## config.mk

```make
export PLATFORM = sky130hd
export DESIGN_NAME = charge_stage_sequencer_top
export DESIGN_NICKNAME = d
export VERILOG_FILES = /design/src/css_pkg.sv /design/src/charge_stage_sequencer_top.sv /design/src/css_cfg_regs.sv /design/src/css_step.sv /design/src/css_core.sv
export SDC_FILE = /design/constraint.sdc
export NUM_CORES = 1
export LEC_CHECK = 0
export BUFFER_PORTS_ARGS = -buffer_cell sky130_fd_sc_hd__buf_2
export CAP_MARGIN = 20
export CELL_PAD_IN_SITES_DETAIL_PLACEMENT = 0
export CELL_PAD_IN_SITES_GLOBAL_PLACEMENT = 2
export CORE_MARGIN = 5
export CORE_UTILIZATION = 42
export DETAILED_ROUTE_END_ITERATION = 7
export GPL_ROUTABILITY_DRIVEN = 1
export PLACE_DENSITY = 0.95
export SYNTH_ARGS = -nofsm -noshare
export SYNTH_HDL_FRONTEND = slang
export SYNTH_SLANG_ARGS = --single-unit
```

## constraint.sdc

```tcl
create_clock -name clk -period 8.53 [get_ports clk]
set_input_delay 1.2795 -clock clk [delete_from_list [all_inputs] [get_ports clk]]
set_output_delay 1.2795 -clock clk [all_outputs]
set_load 0.01 [all_outputs]
```

## src/css_pkg.sv

```systemverilog
// Shared types, constants and register map for the charge stage sequencer.
`timescale 1ns / 1ps
`default_nettype none

package css_pkg;

    localparam int unsigned MV_W       = 16;
    localparam int unsigned TIMER_W    = 23;
    localparam int unsigned CFG_DATA_W = 32;
    localparam int unsigned CFG_ADDR_W = 5;
    localparam int unsigned REG_IDX_W  = 3;

    localparam int unsigned CV_HOLD_MS_DEF     = 600000;
    localparam int unsigned FLOAT_RETRY_MS_DEF = 3600000;

    localparam logic [TIMER_W-1:0] TIMER_MAX = {TIMER_W{1'b1}};

    // Register indexes (byte address = 4 * index)
    localparam logic [REG_IDX_W-1:0] REG_OVERVOLT  = 3'd0;
    localparam logic [REG_IDX_W-1:0] REG_UNDERVOLT = 3'd1;
    localparam logic [REG_IDX_W-1:0] REG_CC_START  = 3'd2;
    localparam logic [REG_IDX_W-1:0] REG_CV_SWITCH = 3'd3;
    localparam logic [REG_IDX_W-1:0] REG_RECHARGE  = 3'd4;
    localparam logic [REG_IDX_W-1:0] REG_TAPER     = 3'd5;
    localparam logic [REG_IDX_W-1:0] REG_SLOW_TICK = 3'd6;

    // Register reset values
    localparam logic [MV_W-1:0] RST_OVERVOLT  = 16'd15000;
    localparam logic [MV_W-1:0] RST_UNDERVOLT = 16'd5000;
    localparam logic [MV_W-1:0] RST_CC_START  = 16'd13600;
    localparam logic [MV_W-1:0] RST_CV_SWITCH = 16'd14000;
    localparam logic [MV_W-1:0] RST_RECHARGE  = 16'd11200;
    localparam logic [MV_W-1:0] RST_TAPER     = 16'd900;
    localparam logic [MV_W-1:0] RST_SLOW_TICK = 16'd1000;

    typedef enum logic [1:0] {
        ST_IDLE  = 2'd0,
        ST_CC    = 2'd1,
        ST_CV    = 2'd2,
        ST_FLOAT = 2'd3
    } stage_t;

    typedef enum logic [1:0] {
        FN_ENABLE    = 2'd0,
        FN_DISABLE   = 2'd1,
        FN_CTRL_TICK = 2'd2,
        FN_SLOW_TICK = 2'd3
    } func_t;

    typedef struct packed {
        logic [MV_W-1:0] overvolt_limit_mv;
        logic [MV_W-1:0] undervolt_limit_mv;
        logic [MV_W-1:0] cc_start_below_mv;
        logic [MV_W-1:0] cv_switch_at_mv;
        logic [MV_W-1:0] recharge_below_mv;
        logic [MV_W-1:0] taper_current_ma;
        logic [MV_W-1:0] slow_tick_ms;
    } cfg_t;

    typedef struct packed {
        stage_t             stage;
        logic [TIMER_W-1:0] hold_ms;
        logic [TIMER_W-1:0] retry_ms;
    } seq_state_t;

    typedef struct packed {
        stage_t stage;
        logic   pwm_run;
        logic   reset_current_loop;
        logic   reset_voltage_loop;
        logic   protect_trip;
    } result_t;

    // Saturating timer add
    function automatic logic [TIMER_W-1:0] timer_add(input logic [TIMER_W-1:0] t,
                                                      input logic [MV_W-1:0]    inc);
        logic [TIMER_W:0] sum;
        sum = {1'b0, t} + {{(TIMER_W+1-MV_W){1'b0}}, inc};
        return sum[TIMER_W] ? TIMER_MAX : sum[TIMER_W-1:0];
    endfunction

endpackage

`default_nettype wire

```

## src/charge_stage_sequencer_top.sv

```systemverilog
// Top level of the charge stage sequencer: register bank and sequencer core.
`timescale 1ns / 1ps
`default_nettype none

// Three-stage charger sequencer (idle, constant current, constant voltage, float).
// Each request on the input channel is one event (func: enable, disable, control
// tick, slow tick) carrying battery millivolts and charge milliamps, and produces
// exactly one result: the stage after the event, pwm_run, the two loop-clear
// pulses and the protection-trip flag. A request is registered, evaluated by one
// short compare-and-update step against the stage and the two 23-bit saturating
// timers, and its result registered, so the block takes one request per clock
// while out_ready does not stall the result register. out_valid rises when the
// request moves from the input register into the result register; the single
// state update per request in the core sets that rate.
// The input register and result register decouple the sides: a new request is
// accepted while a finished result is still waiting for out_ready. Thresholds
// and the slow-tick step live in seven 16-bit APB registers at byte addresses
// 0x00..0x18; write them only while no request is in flight. CV_HOLD_MS and
// FLOAT_RETRY_MS are the CV hold and float retry times in milliseconds.

module charge_stage_sequencer_top
    import css_pkg::*;
#(
    parameter int unsigned CV_HOLD_MS     = CV_HOLD_MS_DEF,
    parameter int unsigned FLOAT_RETRY_MS = FLOAT_RETRY_MS_DEF
)
(
    input  wire logic                  clk,
    input  wire logic                  rst_n,
    // configuration
    input  wire logic                  psel,
    input  wire logic                  penable,
    input  wire logic                  pwrite,
    input  wire logic [CFG_ADDR_W-1:0] paddr,
    input  wire logic [CFG_DATA_W-1:0] pwdata,
    output logic      [CFG_DATA_W-1:0] prdata,
    output logic                       pready,
    // request channel
    input  wire logic                  in_valid,
    output logic                       in_ready,
    input  wire logic [1:0]            func,
    input  wire logic [MV_W-1:0]       battery_mv,
    input  wire logic [MV_W-1:0]       charge_ma,
    // result channel
    output logic                       out_valid,
    input  wire logic                  out_ready,
    output logic [1:0]                 stage,
    output logic                       pwm_run,
    output logic                       reset_current_loop,
    output logic                       reset_voltage_loop,
    output logic                       protect_trip
);

    cfg_t    cfg;
    result_t result;

    css_cfg_regs u_cfg (
        .clk     (clk),
        .rst_n   (rst_n),
        .psel    (psel),
        .penable (penable),
        .pwrite  (pwrite),
        .paddr   (paddr),
        .pwdata  (pwdata),
        .prdata  (prdata),
        .pready  (pready),
        .cfg     (cfg)
    );

    css_core #(
        .CV_HOLD_MS     (CV_HOLD_MS),
        .FLOAT_RETRY_MS (FLOAT_RETRY_MS)
    ) u_core (
        .clk        (clk),
        .rst_n      (rst_n),
        .cfg        (cfg),
        .in_valid   (in_valid),
        .in_ready   (in_ready),
        .func       (func),
        .battery_mv (battery_mv),
        .charge_ma  (charge_ma),
        .out_valid  (out_valid),
        .out_ready  (out_ready),
        .result     (result)
    );

    assign stage              = result.stage;
    assign pwm_run            = result.pwm_run;
    assign reset_current_loop = result.reset_current_loop;
    assign reset_voltage_loop = result.reset_voltage_loop;
    assign protect_trip       = result.protect_trip;

endmodule

`default_nettype wire

```

## src/css_cfg_regs.sv

```systemverilog
// APB configuration register bank for the charge stage sequencer.
`timescale 1ns / 1ps
`default_nettype none

module css_cfg_regs
    import css_pkg::*;
(
    input  wire logic                  clk,
    input  wire logic                  rst_n,
    input  wire logic                  psel,
    input  wire logic                  penable,
    input  wire logic                  pwrite,
    input  wire logic [CFG_ADDR_W-1:0] paddr,
    input  wire logic [CFG_DATA_W-1:0] pwdata,
    output logic      [CFG_DATA_W-1:0] prdata,
    output logic                       pready,
    output cfg_t                       cfg
);

    cfg_t                 cfg_reg;
    logic                 wr_en;
    logic [REG_IDX_W-1:0] idx;
    logic [MV_W-1:0]      wdata;
    logic [MV_W-1:0]      rd_val;

    assign pready = 1'b1;
    assign wr_en  = psel & penable & pwrite;
    assign idx    = paddr[CFG_ADDR_W-1:2];
    assign wdata  = pwdata[MV_W-1:0];

    always_ff @(posedge clk or negedge rst_n)
    begin
        if (!rst_n)
        begin
            cfg_reg.overvolt_limit_mv  <= RST_OVERVOLT;
            cfg_reg.undervolt_limit_mv <= RST_UNDERVOLT;
            cfg_reg.cc_start_below_mv  <= RST_CC_START;
            cfg_reg.cv_switch_at_mv    <= RST_CV_SWITCH;
            cfg_reg.recharge_below_mv  <= RST_RECHARGE;
            cfg_reg.taper_current_ma   <= RST_TAPER;
            cfg_reg.slow_tick_ms       <= RST_SLOW_TICK;
        end
        else if (wr_en)
        begin
            case (idx)
                REG_OVERVOLT:  cfg_reg.overvolt_limit_mv  <= wdata;
                REG_UNDERVOLT: cfg_reg.undervolt_limit_mv <= wdata;
                REG_CC_START:  cfg_reg.cc_start_below_mv  <= wdata;
                REG_CV_SWITCH: cfg_reg.cv_switch_at_mv    <= wdata;
                REG_RECHARGE:  cfg_reg.recharge_below_mv  <= wdata;
                REG_TAPER:     cfg_reg.taper_current_ma   <= wdata;
                REG_SLOW_TICK: cfg_reg.slow_tick_ms       <= wdata;
                default:       ;  // unmapped: dropped
            endcase
        end
    end

    always_comb
    begin
        case (idx)
            REG_OVERVOLT:  rd_val = cfg_reg.overvolt_limit_mv;
            REG_UNDERVOLT: rd_val = cfg_reg.undervolt_limit_mv;
            REG_CC_START:  rd_val = cfg_reg.cc_start_below_mv;
            REG_CV_SWITCH: rd_val = cfg_reg.cv_switch_at_mv;
            REG_RECHARGE:  rd_val = cfg_reg.recharge_below_mv;
            REG_TAPER:     rd_val = cfg_reg.taper_current_ma;
            REG_SLOW_TICK: rd_val = cfg_reg.slow_tick_ms;
            default:       rd_val = '0;
        endcase
    end

    assign prdata = {{(CFG_DATA_W-MV_W){1'b0}}, rd_val};
    assign cfg    = cfg_reg;

endmodule

`default_nettype wire

```

## src/css_step.sv

```systemverilog
// Next-stage and pulse logic for one sequencer request.
`timescale 1ns / 1ps
`default_nettype none

module css_step
    import css_pkg::*;
#(
    parameter int unsigned CV_HOLD_MS     = CV_HOLD_MS_DEF,
    parameter int unsigned FLOAT_RETRY_MS = FLOAT_RETRY_MS_DEF
)
(
    input  wire cfg_t         cfg,
    input  wire seq_state_t   cur,
    input  wire logic [1:0]   func,
    input  wire logic [MV_W-1:0] battery_mv,
    input  wire logic [MV_W-1:0] charge_ma,
    output seq_state_t        nxt,
    output result_t           res
);

    localparam logic [TIMER_W-1:0] HOLD_LIM  = TIMER_W'(CV_HOLD_MS);
    localparam logic [TIMER_W-1:0] RETRY_LIM = TIMER_W'(FLOAT_RETRY_MS);

    logic               running;
    logic [TIMER_W-1:0] hold_inc;
    logic [TIMER_W-1:0] retry_inc;
    logic               rst_i;
    logic               rst_v;
    logic               trip;

    assign running   = (cur.stage != ST_IDLE);
    assign hold_inc  = timer_add(cur.hold_ms, cfg.slow_tick_ms);
    assign retry_inc = timer_add(cur.retry_ms, cfg.slow_tick_ms);

    always_comb
    begin
        nxt   = cur;
        rst_i = 1'b0;
        rst_v = 1'b0;
        trip  = 1'b0;
        case (func_t'(func))
            FN_ENABLE:
            begin
                if (!running)
                begin
                    nxt.stage   = (battery_mv < cfg.cc_start_below_mv) ? ST_CC : ST_FLOAT;
                    nxt.hold_ms = '0;
                    rst_i       = 1'b1;
                    rst_v       = 1'b1;
                end
            end
            FN_DISABLE:
            begin
                nxt.stage = ST_IDLE;
            end
            FN_CTRL_TICK:
            begin
                if (running && (battery_mv > cfg.overvolt_limit_mv ||
                                battery_mv < cfg.undervolt_limit_mv))
                begin
                    nxt.stage = ST_IDLE;
                    trip      = 1'b1;
                end
            end
            FN_SLOW_TICK:
            begin
                case (cur.stage)
                    ST_CC:
                    begin
                        if (battery_mv >= cfg.cv_switch_at_mv)
                        begin
                            nxt.stage   = ST_CV;
                            nxt.hold_ms = '0;
                            rst_v       = 1'b1;
                        end
                    end
                    ST_CV:
                    begin
                        if (charge_ma < cfg.taper_current_ma)
                        begin
                            nxt.hold_ms = hold_inc;
                            if (hold_inc >= HOLD_LIM)
                            begin
                                nxt.stage = ST_FLOAT;
                                rst_v     = 1'b1;
                            end
                        end
                        else
                        begin
                            nxt.hold_ms = '0;
                        end
                    end
                    ST_FLOAT:
                    begin
                        if (battery_mv < cfg.recharge_below_mv)
                        begin
                            nxt.retry_ms = retry_inc;
                            if (retry_inc >= RETRY_LIM)
                            begin
                                nxt.stage    = ST_CC;
                                nxt.retry_ms = '0;
                                rst_i        = 1'b1;
                            end
                        end
                        else
                        begin
                            nxt.retry_ms = '0;
                        end
                    end
                    default: ;  // idle: tick ignored
                endcase
            end
            default: ;
        endcase

        res.stage              = nxt.stage;
        res.pwm_run            = (nxt.stage != ST_IDLE);
        res.reset_current_loop = rst_i;
        res.reset_voltage_loop = rst_v;
        res.protect_trip       = trip;
    end

endmodule

`default_nettype wire

```

## src/css_core.sv

```systemverilog
// Input register, sequencer state and result register.
`timescale 1ns / 1ps
`default_nettype none

module css_core
    import css_pkg::*;
#(
    parameter int unsigned CV_HOLD_MS     = CV_HOLD_MS_DEF,
    parameter int unsigned FLOAT_RETRY_MS = FLOAT_RETRY_MS_DEF
)
(
    input  wire logic            clk,
    input  wire logic            rst_n,
    input  wire cfg_t            cfg,
    input  wire logic            in_valid,
    output logic                 in_ready,
    input  wire logic [1:0]      func,
    input  wire logic [MV_W-1:0] battery_mv,
    input  wire logic [MV_W-1:0] charge_ma,
    output logic                 out_valid,
    input  wire logic            out_ready,
    output result_t              result
);

    logic            in_valid_reg;
    logic [1:0]      func_reg;
    logic [MV_W-1:0] mv_reg;
    logic [MV_W-1:0] ma_reg;
    seq_state_t      state_reg;
    seq_state_t      state_next;
    logic            out_valid_reg;
    result_t         result_reg;
    result_t         result_next;
    logic            advance;

    // request moves from input stage to result stage
    assign advance  = in_valid_reg && (!out_valid_reg || out_ready);
    assign in_ready = !in_valid_reg || advance;

    css_step #(
        .CV_HOLD_MS     (CV_HOLD_MS),
        .FLOAT_RETRY_MS (FLOAT_RETRY_MS)
    ) u_step (
        .cfg        (cfg),
        .cur        (state_reg),
        .func       (func_reg),
        .battery_mv (mv_reg),
        .charge_ma  (ma_reg),
        .nxt        (state_next),
        .res        (result_next)
    );

    always_ff @(posedge clk or negedge rst_n)
    begin
        if (!rst_n)
        begin
            in_valid_reg  <= 1'b0;
            out_valid_reg <= 1'b0;
            state_reg     <= '{stage: ST_IDLE, hold_ms: '0, retry_ms: '0};
        end
        else
        begin
            if (in_ready)
            begin
                in_valid_reg <= in_valid;
            end
            if (advance)
            begin
                state_reg     <= state_next;
                out_valid_reg <= 1'b1;
            end
            else if (out_ready)
            begin
                out_valid_reg <= 1'b0;
            end
        end
    end

    always_ff @(posedge clk)
    begin
        if (in_ready && in_valid)
        begin
            func_reg <= func;
            mv_reg   <= battery_mv;
            ma_reg   <= charge_ma;
        end
        if (advance)
        begin
            result_reg <= result_next;
        end
    end

    assign out_valid = out_valid_reg;
    assign result    = result_reg;

    // A trip always lands in idle
    a_trip_idle: assert property (@(posedge clk) disable iff (!rst_n)
        out_valid_reg && result_reg.protect_trip |-> result_reg.stage == ST_IDLE)
        else $error("protect trip with stage not idle");

    // Enable from idle clears the hold timer
    a_enable_clears_hold: assert property (@(posedge clk) disable iff (!rst_n)
        advance && func_reg == FN_ENABLE && state_reg.stage == ST_IDLE
        |=> state_reg.hold_ms == '0)
        else $error("hold timer not cleared on enable");

    // Pending request is never dropped while stalled
    a_in_hold: assert property (@(posedge clk) disable iff (!rst_n)
        in_valid_reg && !advance |=> in_valid_reg && $stable(func_reg) && $stable(mv_reg))
        else $error("stalled request lost");

    // State only moves when a request advances
    a_state_quiet: assert property (@(posedge clk) disable iff (!rst_n)
        !advance |=> $stable(state_reg))
        else $error("state changed without a request");

endmodule

`default_nettype wire

```

==> metrics.md, run 1 <==
| Metric | Value |
|---|---|
| Maximum vdd drop | `0.127 mV` |
| Hold slack | `0.484 ns` |
| Startpoint of the worst hold path | `u_core.state_reg[35]` |
| R2R depth | `11` |
| Routed length per instance | `~19 µm` |
| Post-route DRC violation count | `0` |
| Proportion of netlist area held by the largest area contributor | `22.0%` |
| Yosys warnings | `0` |
| Largest register FFs | `112` |
| Setup_tns | `0 ns` |
| Commonest cells post-synth | `158 x nand2_1, 133 x ha_1, 122 x dfrtp_1, 122 x inv_1, 108 x o21ai_0` |
| Slew Limit Fails | `0` |
| Die width | `between 150 and 200 µm` |
| Synth area leader | `dfrtp_1` |
| Num CTS Buffers | `24` |
| H-tree depth | `1` |
| Vias in the first global route | `10,633` |
| Fillers | `around 3,100` |
| DR vias | `approximately 11,000` |
| Core footprint | `0.0325 mm²` |
| # resized after CTS | `0` |
| Fin crit share | `58.1%` |
| R2R Path Start | `u_cfg.cfg[0]` |
| R2R Setup Slk | `4.39 ns` |
| Port Buf Inserts | `83` |
| Post-DP HPWL | `28,200 µm` |
| Min-Delay Path Depth | `2` |
| Die H | `~190 µm` |
| Final wirelength | `roughly 38,000 µm` |
| Critical Path Sink Type | `primary output` |
| Run status | `complete, no violations` |
| Starting Density | `a little over two fifths` |
| P&R area growth vs syn | `11.0%` |
| Synthesis-stage register bit count | `202` |
| Worst hold path type | `reg -> reg` |
| CP Class | `in -> out` |
| Post-layout min period | `between 4 and 5 ns` |
| Fmax | `around 0.20 GHz` |
| Unique masters post-synth | `~100` |
| P_leak | `6.93 nW` |
| TritonCTS clock tree | `built` |
| Grt total ovfl | `0` |
| Total track usage | `20.3%` |
| Largest net degree at the start of global routing | `64` |
| Max Buffers Root-to-Sink | `3` |
| FF/Latch Area | `0.00531 mm²` |
| Area of the multi-input gates | `0.00777 mm²` |
| Skew final | `0.0104 ns` |
| Async SR Flop Fraction | `80.2%` |
| Worst Hold End | `u_core.state_reg[35]` |
| Row Count | `66` |
| RSZ-0062 raised after global routing | `false` |
| Cell count after synthesis | `1,478` |
| Post-CTS Setup Inserts | `0` |
| Reg clk slew, reported paths | `0.06 ns` |
| Number of nets in the layout | `1,747` |
| Crit path required time | `7.25 ns` |
| Clock root cell | `clkbuf_16` |
| First-pass GRT wire length | `approximately 60,000 µm` |
| Clk_lat worst skew | `0.52 ns` |
| Source of the critical timing path | `paddr[2]` |
| 1st-iter DRT viols | `630` |
| Slew at the pin closest to its max-slew limit | `approximately 1.1 ns` |
| Relative max-transition margin | `29.0%` |
| Final Hold Fails | `0` |
| GP Congestion | `~0.86` |
| Register area share after synthesis | `roughly two fifths` |
| DRT antenna net count | `0` |
| Critical Path AT | `3.68 ns` |
| # setup viols final | `0` |
| Mapped Avg Cell Area | `9.37 µm²` |
| R2R Path End | `u_core.state_reg[3]` |
| Antenna cells | `0` |
| I/O pin cnt | `approximately 120` |
| 1st-pass router iterations | `5` |
| CP Launch Type | `primary input` |
| Full die area | `0.0367 mm²` |
| Count leader, synth | `nand2_1` |
| Initial antenna violation count | `0` |
| Mapped cell area | `0.0139 mm²` |
| Most used DFF post-synth | `dfrtp_1` |
| PwrDens | `203 mW/mm²` |
| CP max FO | `22` |
| Share of cells above drive strength 1 | `17.4%` |
| Max cap viols | `0` |
| EDFF count, synth | `40` |
| Clock sink count | `202` |
| Vias/cell | `approximately 5.6` |
| Synth area leaders | `dfrtp_1 22%, ha_1 12%, edfxtp_1 8.7%, dfstp_2 7.6%, mux2_2 4.4%` |
| CTS Hold Bufs | `0` |
-- power breakdown --
part | internal (W) | leakage [nW] | switching (W)
clock | 0.000599 | 0.375 | 0.000410
combinational | 0.000339 | 4.20 | 0.000497
sequential | 0.00116 | 2.35 | 0.000112
total | 0.00210 | 6.93 | 0.00102
-- critical path, cell delays in order --
cell and delay (ns):
buf_2 0.44, buf_4 0.41, nor2b_1 0.82, a21oi_1 0.14
o21ai_0 0.35, buf_2 0.20
-- cell families (layout without fill, tap and decap cells) --
| logic type | count (synthesis) | after routing | synth area share, % |
|---|---|---|---|
| compound gates | 443 | 443 | 21.9 |
| simple gates | 390 | 390 | 13.0 |
| flops | 202 | 202 | 38.3 |
| buf+inv | 202 | 261 | 6.14 |
| fa+ha+maj | 135 | 135 | 12.3 |
| mux | 83 | 83 | 6.98 |
| xor+xnor | 21 | 21 | 1.33 |
| other cells | 2 | 17 | 0.0542 |
-- worst max-delay path by stage --
stage | to | slack, ns | cells past startpoint
finish | prdata[12] | 3.57 | 6
global route | prdata[11] | 3.52 | 6
CTS | prdata[11] | 3.58 | 6
detailed placement | prdata[11] | 3.61 | 6
global placement | prdata[12] | 3.60 | 6
floorplan | prdata[12] | 4.46 | 5
-- cell usage in the layout, fill, tap and decap left out, drive strengths merged, types with 41 or more instances in the layout --
master and instances:
buf 95, o21ai 112, inv 122, nand2 159, ha 133, mux2 56, a21oi 90, a21o 41
dfrtp 122, nor2 92
-- metrics by stage --
stage	area [µm²]	power (W)	setup WS [ns]	instances	util [%]
after floorplan	13900	0.00184	4.46	1493	-
after CTS	15400	0.00314	3.58	1993	47.2
final	15400	0.00311	3.57	1994	47.3
after detailed placement	14600	0.00211	3.61	1949	44.9
after global placement	14600	0.00209	3.60	1949	44.9
after global routing	15400	0.00331	3.52	1994	47.3
-- layer usage --
metal / global-route usage (%) / vias up / wire length, µm
li1: - / 5478 / -
met5: 0 / - / 0
met4: 3.59 / 0 / 514
met3: 2.36 / 25 / 1640
met2: 32.3 / 241 / 17100
met1: 30.4 / 5407 / 18500
-- area by class of cell --
class,instances,share of cell area [%]
clock inverter,9,0.464
inverter,122,2.98
multi-input combinational,1089,50.5
timing repair buffer,95,3.35
sequential,202,34.5
tap,442,3.60
clock buffer,35,4.57
Power figures use the tool's default switching activity.
==> run 2, diff against run 1 <==
--- a/config.mk
+++ b/config.mk
@@ -10,10 +10,10 @@
 export CELL_PAD_IN_SITES_DETAIL_PLACEMENT = 0
 export CELL_PAD_IN_SITES_GLOBAL_PLACEMENT = 2
 export CORE_MARGIN = 5
-export CORE_UTILIZATION = 42
+export CORE_UTILIZATION = 39
 export DETAILED_ROUTE_END_ITERATION = 7
 export GPL_ROUTABILITY_DRIVEN = 1
-export PLACE_DENSITY = 0.95
+export PLACE_DENSITY = 0.92
 export SYNTH_ARGS = -nofsm -noshare
 export SYNTH_HDL_FRONTEND = slang
 export SYNTH_SLANG_ARGS = --single-unit
==> constraint.sdc (replaced) <==
create_clock -name clk -period 5.2 [get_ports clk]
set_input_delay 0.78 -clock clk [delete_from_list [all_inputs] [get_ports clk]]
set_output_delay 0.78 -clock clk [all_outputs]
set_load 0.01 [all_outputs]
==> run 2 against run 1 <==
- die area grew 7.3%
- combinational power is 65% higher
- clock power up 69%
- core utilization fell by 3.6 points
- worst setup slack got worse by 2.5 ns
- hold slack worse by 0.15 ns
- sequential power up 64%
- global-route usage fell by 1.1 points
- power grew 66%
- via count rose by 0.53%
- critical path type is now reg -> reg
- largest cell class unchanged
==> metrics.md, run 2 (synthesis results as in run 1) <==
| Metric | Value |
|---|---|
| Max Buffers Root-to-Sink | `3` |
| H-tree depth | `1` |
| Met2 Usage GRT | `31.3%` |
| Final wirelength | `between 30,000 and 40,000 µm` |
| Clock root cell | `clkbuf_16` |
| CP max FO | `17` |
| Delay of the slowest critical-path stage | `0.76 ns` |
| Reg clk slew, reported paths | `0.06 ns` |
| Commonest non-fill, non-tap cell in the layout | `nand2_1` |
| Slew at the pin closest to its max-slew limit | `~0.94 ns` |
| Hold slack | `0.334 ns` |
| Number of nets in the layout | `1,749` |
| Critical path buffer and inverter count | `0` |
| Critical Path Sink Type | `flop` |
| Clk_lat worst skew | `0.52 ns` |
| PwrDens | `335 mW/mm²` |
| Largest register FFs | `112` |
| Share of cells above drive strength 1 | `17.4%` |
| Clock sink count | `202` |
| Post-layout min period | `about 4.2 ns` |
| Crit path required time | `between 5 and 6 ns` |
| Largest net degree at the start of global routing | `87` |
| Post-DP HPWL | `28,900 µm` |
| Relative max-transition margin | `37.3%` |
| DR vias | `11,210` |
| Maximum vdd drop | `0.252 mV` |
| DRT antenna net count | `0` |
| Met3 usage in global routing | `2.39%` |
| # setup viols final | `0` |
| Num CTS Buffers | `24` |
| Die width | `slightly below 200 µm` |
| Routed length per instance | `19.0 µm` |
| 1st-iter DRT viols | `693` |
| Setup_tns | `0 ns` |
| Placed Area | `0.0146 mm²` |
| Post-route DRC violation count | `0` |
| P&R area growth vs syn | `11.4%` |
| Crit-path leading delay family | `compound AO/OA/AOI/OAI gates` |
| Fillers | `3,396` |
| Final Hold Fails | `0` |
| Slew Limit Fails | `0` |
| Vias in the first global route | `10,954` |
| I/O pin cnt | `roughly 120` |
| Fin util | `43.7%` |
| Fmax | `0.240 GHz` |
| Pwr Total | `0.00517 W` |
| Port Buf Inserts | `between 80 and 90` |
| First-pass GRT wire length | `between 60,000 and 70,000 µm` |
| Critical Path AT | `4.53 ns` |
| CP Launch Type | `flop` |
| Antenna cells | `0` |
| Run status | `complete, no violations` |
| Busiest grt layer | `met2` |
| Fin crit share | `80.3%` |
| Crit-path cells | `ha_1 -> fa_1 -> a211oi_2 -> o211ai_2 -> a2111o_1 -> o311ai_0 -> o2111ai_1 -> a211oi_2 -> nor2_1 -> o211ai_2 -> o31ai_1` |
| CP Class | `reg -> reg` |
| Most frequent cells in the layout | `158 x nand2_1, 133 x ha_1, 122 x inv_1, 122 x dfrtp_1, 108 x o21ai_0` |
| Core footprint | `0.0353 mm²` |
| Full die area | `0.0394 mm²` |
| CTS Hold Bufs | `0` |
| Grt total ovfl | `0` |
| # resized after CTS | `0` |
| RSZ-0062 raised after global routing | `false` |
| P_leak | `6.95 nW` |
| Slowest CP cell | `o211ai_2` |
| Vias/cell | `between 5 and 6` |
| Die H | `198 µm` |
| 1st-pass router iterations | `5` |
| Met1 Use GR | `a little over a quarter` |
| Starting Density | `39.2%` |
| Post-route cell area | `0.0154 mm²` |
| Initial antenna violation count | `0` |
| Worst hold path type | `in -> async` |
| Post-CTS Setup Inserts | `0` |
| Skew final | `0.0177 ns` |
| GP Congestion | `roughly 0.87` |
| Row Count | `69` |
| Max cap viols | `0` |
| Total track usage | `19.2%` |
| TritonCTS clock tree | `built` |
==> run 2: per-stage QoR <==
step	setup WS [ns]	cells
2_1_floorplan	1.97	1493
3_3_place_gp	1.23	1971
3_5_place_dp	1.08	1971
4_1_cts	1.07	2015
5_1_grt	0.742	2015
6_report	1.03	2015
==> run 2: worst paths after layout <==
| path | slack [ns] | endpoint | cells after the start | from |
|---|---|---|---|---|
| max | 1.03 | u_core.state_reg[10] | 11 | u_cfg.cfg[0] |
| min | 0.33 | u_core.state_reg[3] | 1 | rst_n |
| max reg2reg | 1.03 | u_core.state_reg[10] | 11 | u_cfg.cfg[0] |
| min reg2reg | 0.48 | u_core.state_reg[14] | 2 | u_core.state_reg[14] |
| max in group asynchronous | 3.75 | u_cfg.cfg[108] | 2 | rst_n |
| min in group clk | 0.43 | u_core.func_reg[1] | 1 | func[1] |
==> run 2: final cells by class <==
| type | instances | area (µm²) | share of cell area [%] |
|---|---|---|---|
| multi-input combinational | 1089 | 7770 | 50.4 |
| sequential | 202 | 5310 | 34.4 |
| inverter | 122 | 458 | 2.97 |
| timing repair buffer | 97 | 527 | 3.41 |
| clock buffer | 36 | 698 | 4.52 |
| tap | 461 | 577 | 3.74 |
| clock inverter | 8 | 95.1 | 0.616 |
==> run 2: per-layer routing <==
metal | vias to the layer above | part of all wire [%]
met2 | 253 | 46
met4 | 0 | 2.5
li1 | 5481 | -
met5 | - | 0
met1 | 5430 | 47
met3 | 46 | 4.5
==> run 2: report_power, final <==
part	switching (W)	internal, W	total [W]
combinational	0.000821	0.000556	0.00138
sequential	0.000186	0.00190	0.00208
clock	0.000680	0.00103	0.00171
==> run 3, diff against run 2 <==
--- a/config.mk
+++ b/config.mk
@@ -10,10 +10,10 @@
 export CELL_PAD_IN_SITES_DETAIL_PLACEMENT = 0
 export CELL_PAD_IN_SITES_GLOBAL_PLACEMENT = 2
 export CORE_MARGIN = 5
-export CORE_UTILIZATION = 39
+export CORE_UTILIZATION = 35
 export DETAILED_ROUTE_END_ITERATION = 7
 export GPL_ROUTABILITY_DRIVEN = 1
-export PLACE_DENSITY = 0.92
+export PLACE_DENSITY = 0.88
 export SYNTH_ARGS = -nofsm -noshare
 export SYNTH_HDL_FRONTEND = slang
 export SYNTH_SLANG_ARGS = --single-unit
==> constraint.sdc (replaced) <==
create_clock -name clk -period 3.4 [get_ports clk]
set_input_delay 0.51 -clock clk [delete_from_list [all_inputs] [get_ports clk]]
set_output_delay 0.51 -clock clk [all_outputs]
set_load 0.01 [all_outputs]
==> run 3 against run 2 <==
- die area grew 11%
- sequential power is 53% higher
- count of clock-buffer cells in the layout rose by 1
- cell count is 8.6% higher
- critical path depth increased by 1
- power up 61%
- maximum frequency rose by 23%
- clock power is 64% higher
- register-to-register slack got worse by 1.0 ns
- routed wire length rose by 4.9%
- sequential cell count stayed put
- first-iteration DRC count is 3.8% lower
- critical path type unchanged
- largest power group unchanged
- highest routed layer unchanged
==> metrics.md, run 3 (synthesis results as in run 1) <==
| Metric | Value |
|---|---|
| 1st-iter DRT viols | `~670` |
| Run status | `complete, no violations` |
| Number of nets in the layout | `~1,900` |
| Vias/cell | `5.33` |
| Fillers | `3,831` |
| First-pass GRT wire length | `between 60,000 and 70,000 µm` |
| Fmax | `0.295 GHz` |
| Combinational share of power | `28.1%` |
| Post-layout min period | `roughly 3.4 ns` |
| Slew Limit Fails | `0` |
| FF/Latch Area | `around 0.0053 mm²` |
| Port Buf Inserts | `83` |
| Max cap viols | `0` |
| Post-route cell area | `0.0167 mm²` |
| Grt total ovfl | `0` |
| Reg clk slew, reported paths | `0.06 ns` |
| R2R Setup Slk | `0.006 ns` |
| Post-DP HPWL | `about 31,000 µm` |
| Antenna cells | `0` |
| Min setup slack post-route | `approximately 0.0061 ns` |
| Total track usage | `18.0%` |
| Largest net degree at the start of global routing | `57` |
| Hold slack | `approximately 0.14 ns` |
| Routed length per instance | `around 18 µm` |
| Min-Delay Path Depth | `1` |
| TritonCTS clock tree | `built` |
| DRT antenna net count | `0` |
| P&R area growth vs syn | `20.5%` |
| Worst Hold End | `u_core.mv_reg[5]` |
| R2R Path End | `u_core.result[3]` |
| Placed Area | `0.0155 mm²` |
| 1st-pass router iterations | `5` |
| Clock sink count | `202` |
| R2R Path Start | `u_cfg.cfg[11]` |
| CP max FO | `4` |
| CP Launch Type | `flop` |
| Commonest non-fill, non-tap cell in the layout | `nand2_1` |
| Die width | `209 µm` |
| DR vias | `11,660` |
| Post-route DRC violation count | `0` |
| Seq pwr share | `38.2%` |
| Die H | `209 µm` |
| Clk_lat worst skew | `~0.54 ns` |
| # setup viols final | `0` |
| Worst hold path type | `in -> reg` |
| Clock root cell | `clkbuf_16` |
| CP Class | `reg -> reg` |
| P_leak | `between 7 and 8 nW` |
| Critical Path AT | `3.67 ns` |
| Slew at the pin closest to its max-slew limit | `0.899 ns` |
| Crit path required time | `3.67 ns` |
| Setup slack at placement | `-0.0846 ns` |
| Full die area | `0.0437 mm²` |
| Sw power | `approximately 0.0027 W` |
| Pwr Total | `around 0.0083 W` |
| RSZ-0062 raised after global routing | `true` |
| Maximum vdd drop | `0.390 mV` |
| Initial antenna violation count | `0` |
| Critical Path Sink Type | `flop` |
| Starting Density | `35.6%` |
| Pint | `0.00564 W` |
| Share of cells above drive strength 1 | `25.2%` |
| Core footprint | `0.0389 mm²` |
| Skew final | `between 0.015 and 0.02 ns` |
| R2R depth | `12` |
| Area of the multi-input gates | `0.00800 mm²` |
| Final Hold Fails | `0` |
| PwrDens | `approximately 500 mW/mm²` |
| Switching Share | `32.2%` |
| Clock group share of total power | `about a third` |
| Startpoint of the worst hold path | `battery_mv[5]` |
| Num CTS Buffers | `27` |
| Max Buffers Root-to-Sink | `3` |
| GP Congestion | `slightly below 0.9` |
| H-tree depth | `1` |
| Fin crit share | `99.8%` |
| Vias in the first global route | `11,616` |
| Row Count | `72` |
| I/O pin cnt | `about 120` |
| Most frequent cells in the layout | `157 x nand2_1, 128 x ha_1, 122 x inv_1` |
| Largest register FFs | `112` |
| Relative max-transition margin | `40.1%` |
| Final wirelength | `40,100 µm` |
run 3: area by class of cell:
cell class | instances | share of cell area (%)
repair buffers | 209 | 8.48
clock buffers | 37 | 4.39
clock inverters | 12 | 0.809
inverters | 122 | 2.74
multi-input cells | 1089 | 47.9
flip-flops and latches | 202 | 31.8
well taps | 518 | 3.88
run 3: per-stage QoR:
| step | instances | TNS, ns | util (%) |
|---|---|---|---|
| 6_report | 2189 | 0 | 42.9 |
| 5_1_grt | 2189 | -2.85 | 42.9 |
| 4_1_cts | 2181 | -0.00895 | 42.3 |
| 3_5_place_dp | 2127 | -1.43 | 39.8 |
| 3_3_place_gp | 2127 | -0.831 | 39.8 |
| 2_1_floorplan | 1493 | 0 | - |
run 3: timing repair:
action,4_1_cts,5_1_grt
pin swaps,8,25
setup endpoints to repair,26,29
hold buffers,1,0
buffers inserted,4,8
resized for setup,6,45
endpoints found under the hold margin,35,0
run 3: routing by layer:
metal	vias up	track usage [%]	routed length [µm]
li1	5702	-	-
met1	5643	25.7	19100
met2	265	29.5	18700
met3	50	2.29	1560
met4	0	3.51	778
met5	-	0	0
run 3: worst max path at each step:
stage                             start                    to  slack (ns)  cells after the start
after floorplan            u_cfg.cfg[0]  u_core.state_reg[10]        0.17                     12
after global placement     u_cfg.cfg[0]      u_core.result[1]       -0.06                     13
after detailed placement   u_cfg.cfg[0]      u_core.result[3]       -0.08                     12
after CTS                  u_cfg.cfg[0]      u_core.result[1]      -0.005                     13
after global routing       u_cfg.cfg[0]      u_core.result[3]       -0.15                     14
final                     u_cfg.cfg[11]      u_core.result[3]       0.006                     12
run 3: critical path, cell delays in order, from the launching register on:
cell       delay, ns
dfrtp_1         0.46
ha_1            0.37
a211o_1         0.35
a2111oi_4       0.41
nor2_1          0.14
o32ai_1         0.37
nor2_1          0.08
o2111ai_1       0.14
a2111oi_2       0.07
buf_4           0.15
buf_6           0.11
nor4b_4         0.34
o211ai_1        0.14
run 3: power groups by stage:
stage / Combinational, W / Sequential (W) / Clock (W)
floorplan: 0.00151 / 0.00312 / 0
finish: 0.00234 / 0.00318 / 0.00280
global placement: 0.00223 / 0.00322 / 0
detailed placement: 0.00227 / 0.00323 / 0
CTS: 0.00231 / 0.00319 / 0.00288
global route: 0.00265 / 0.00322 / 0.00299
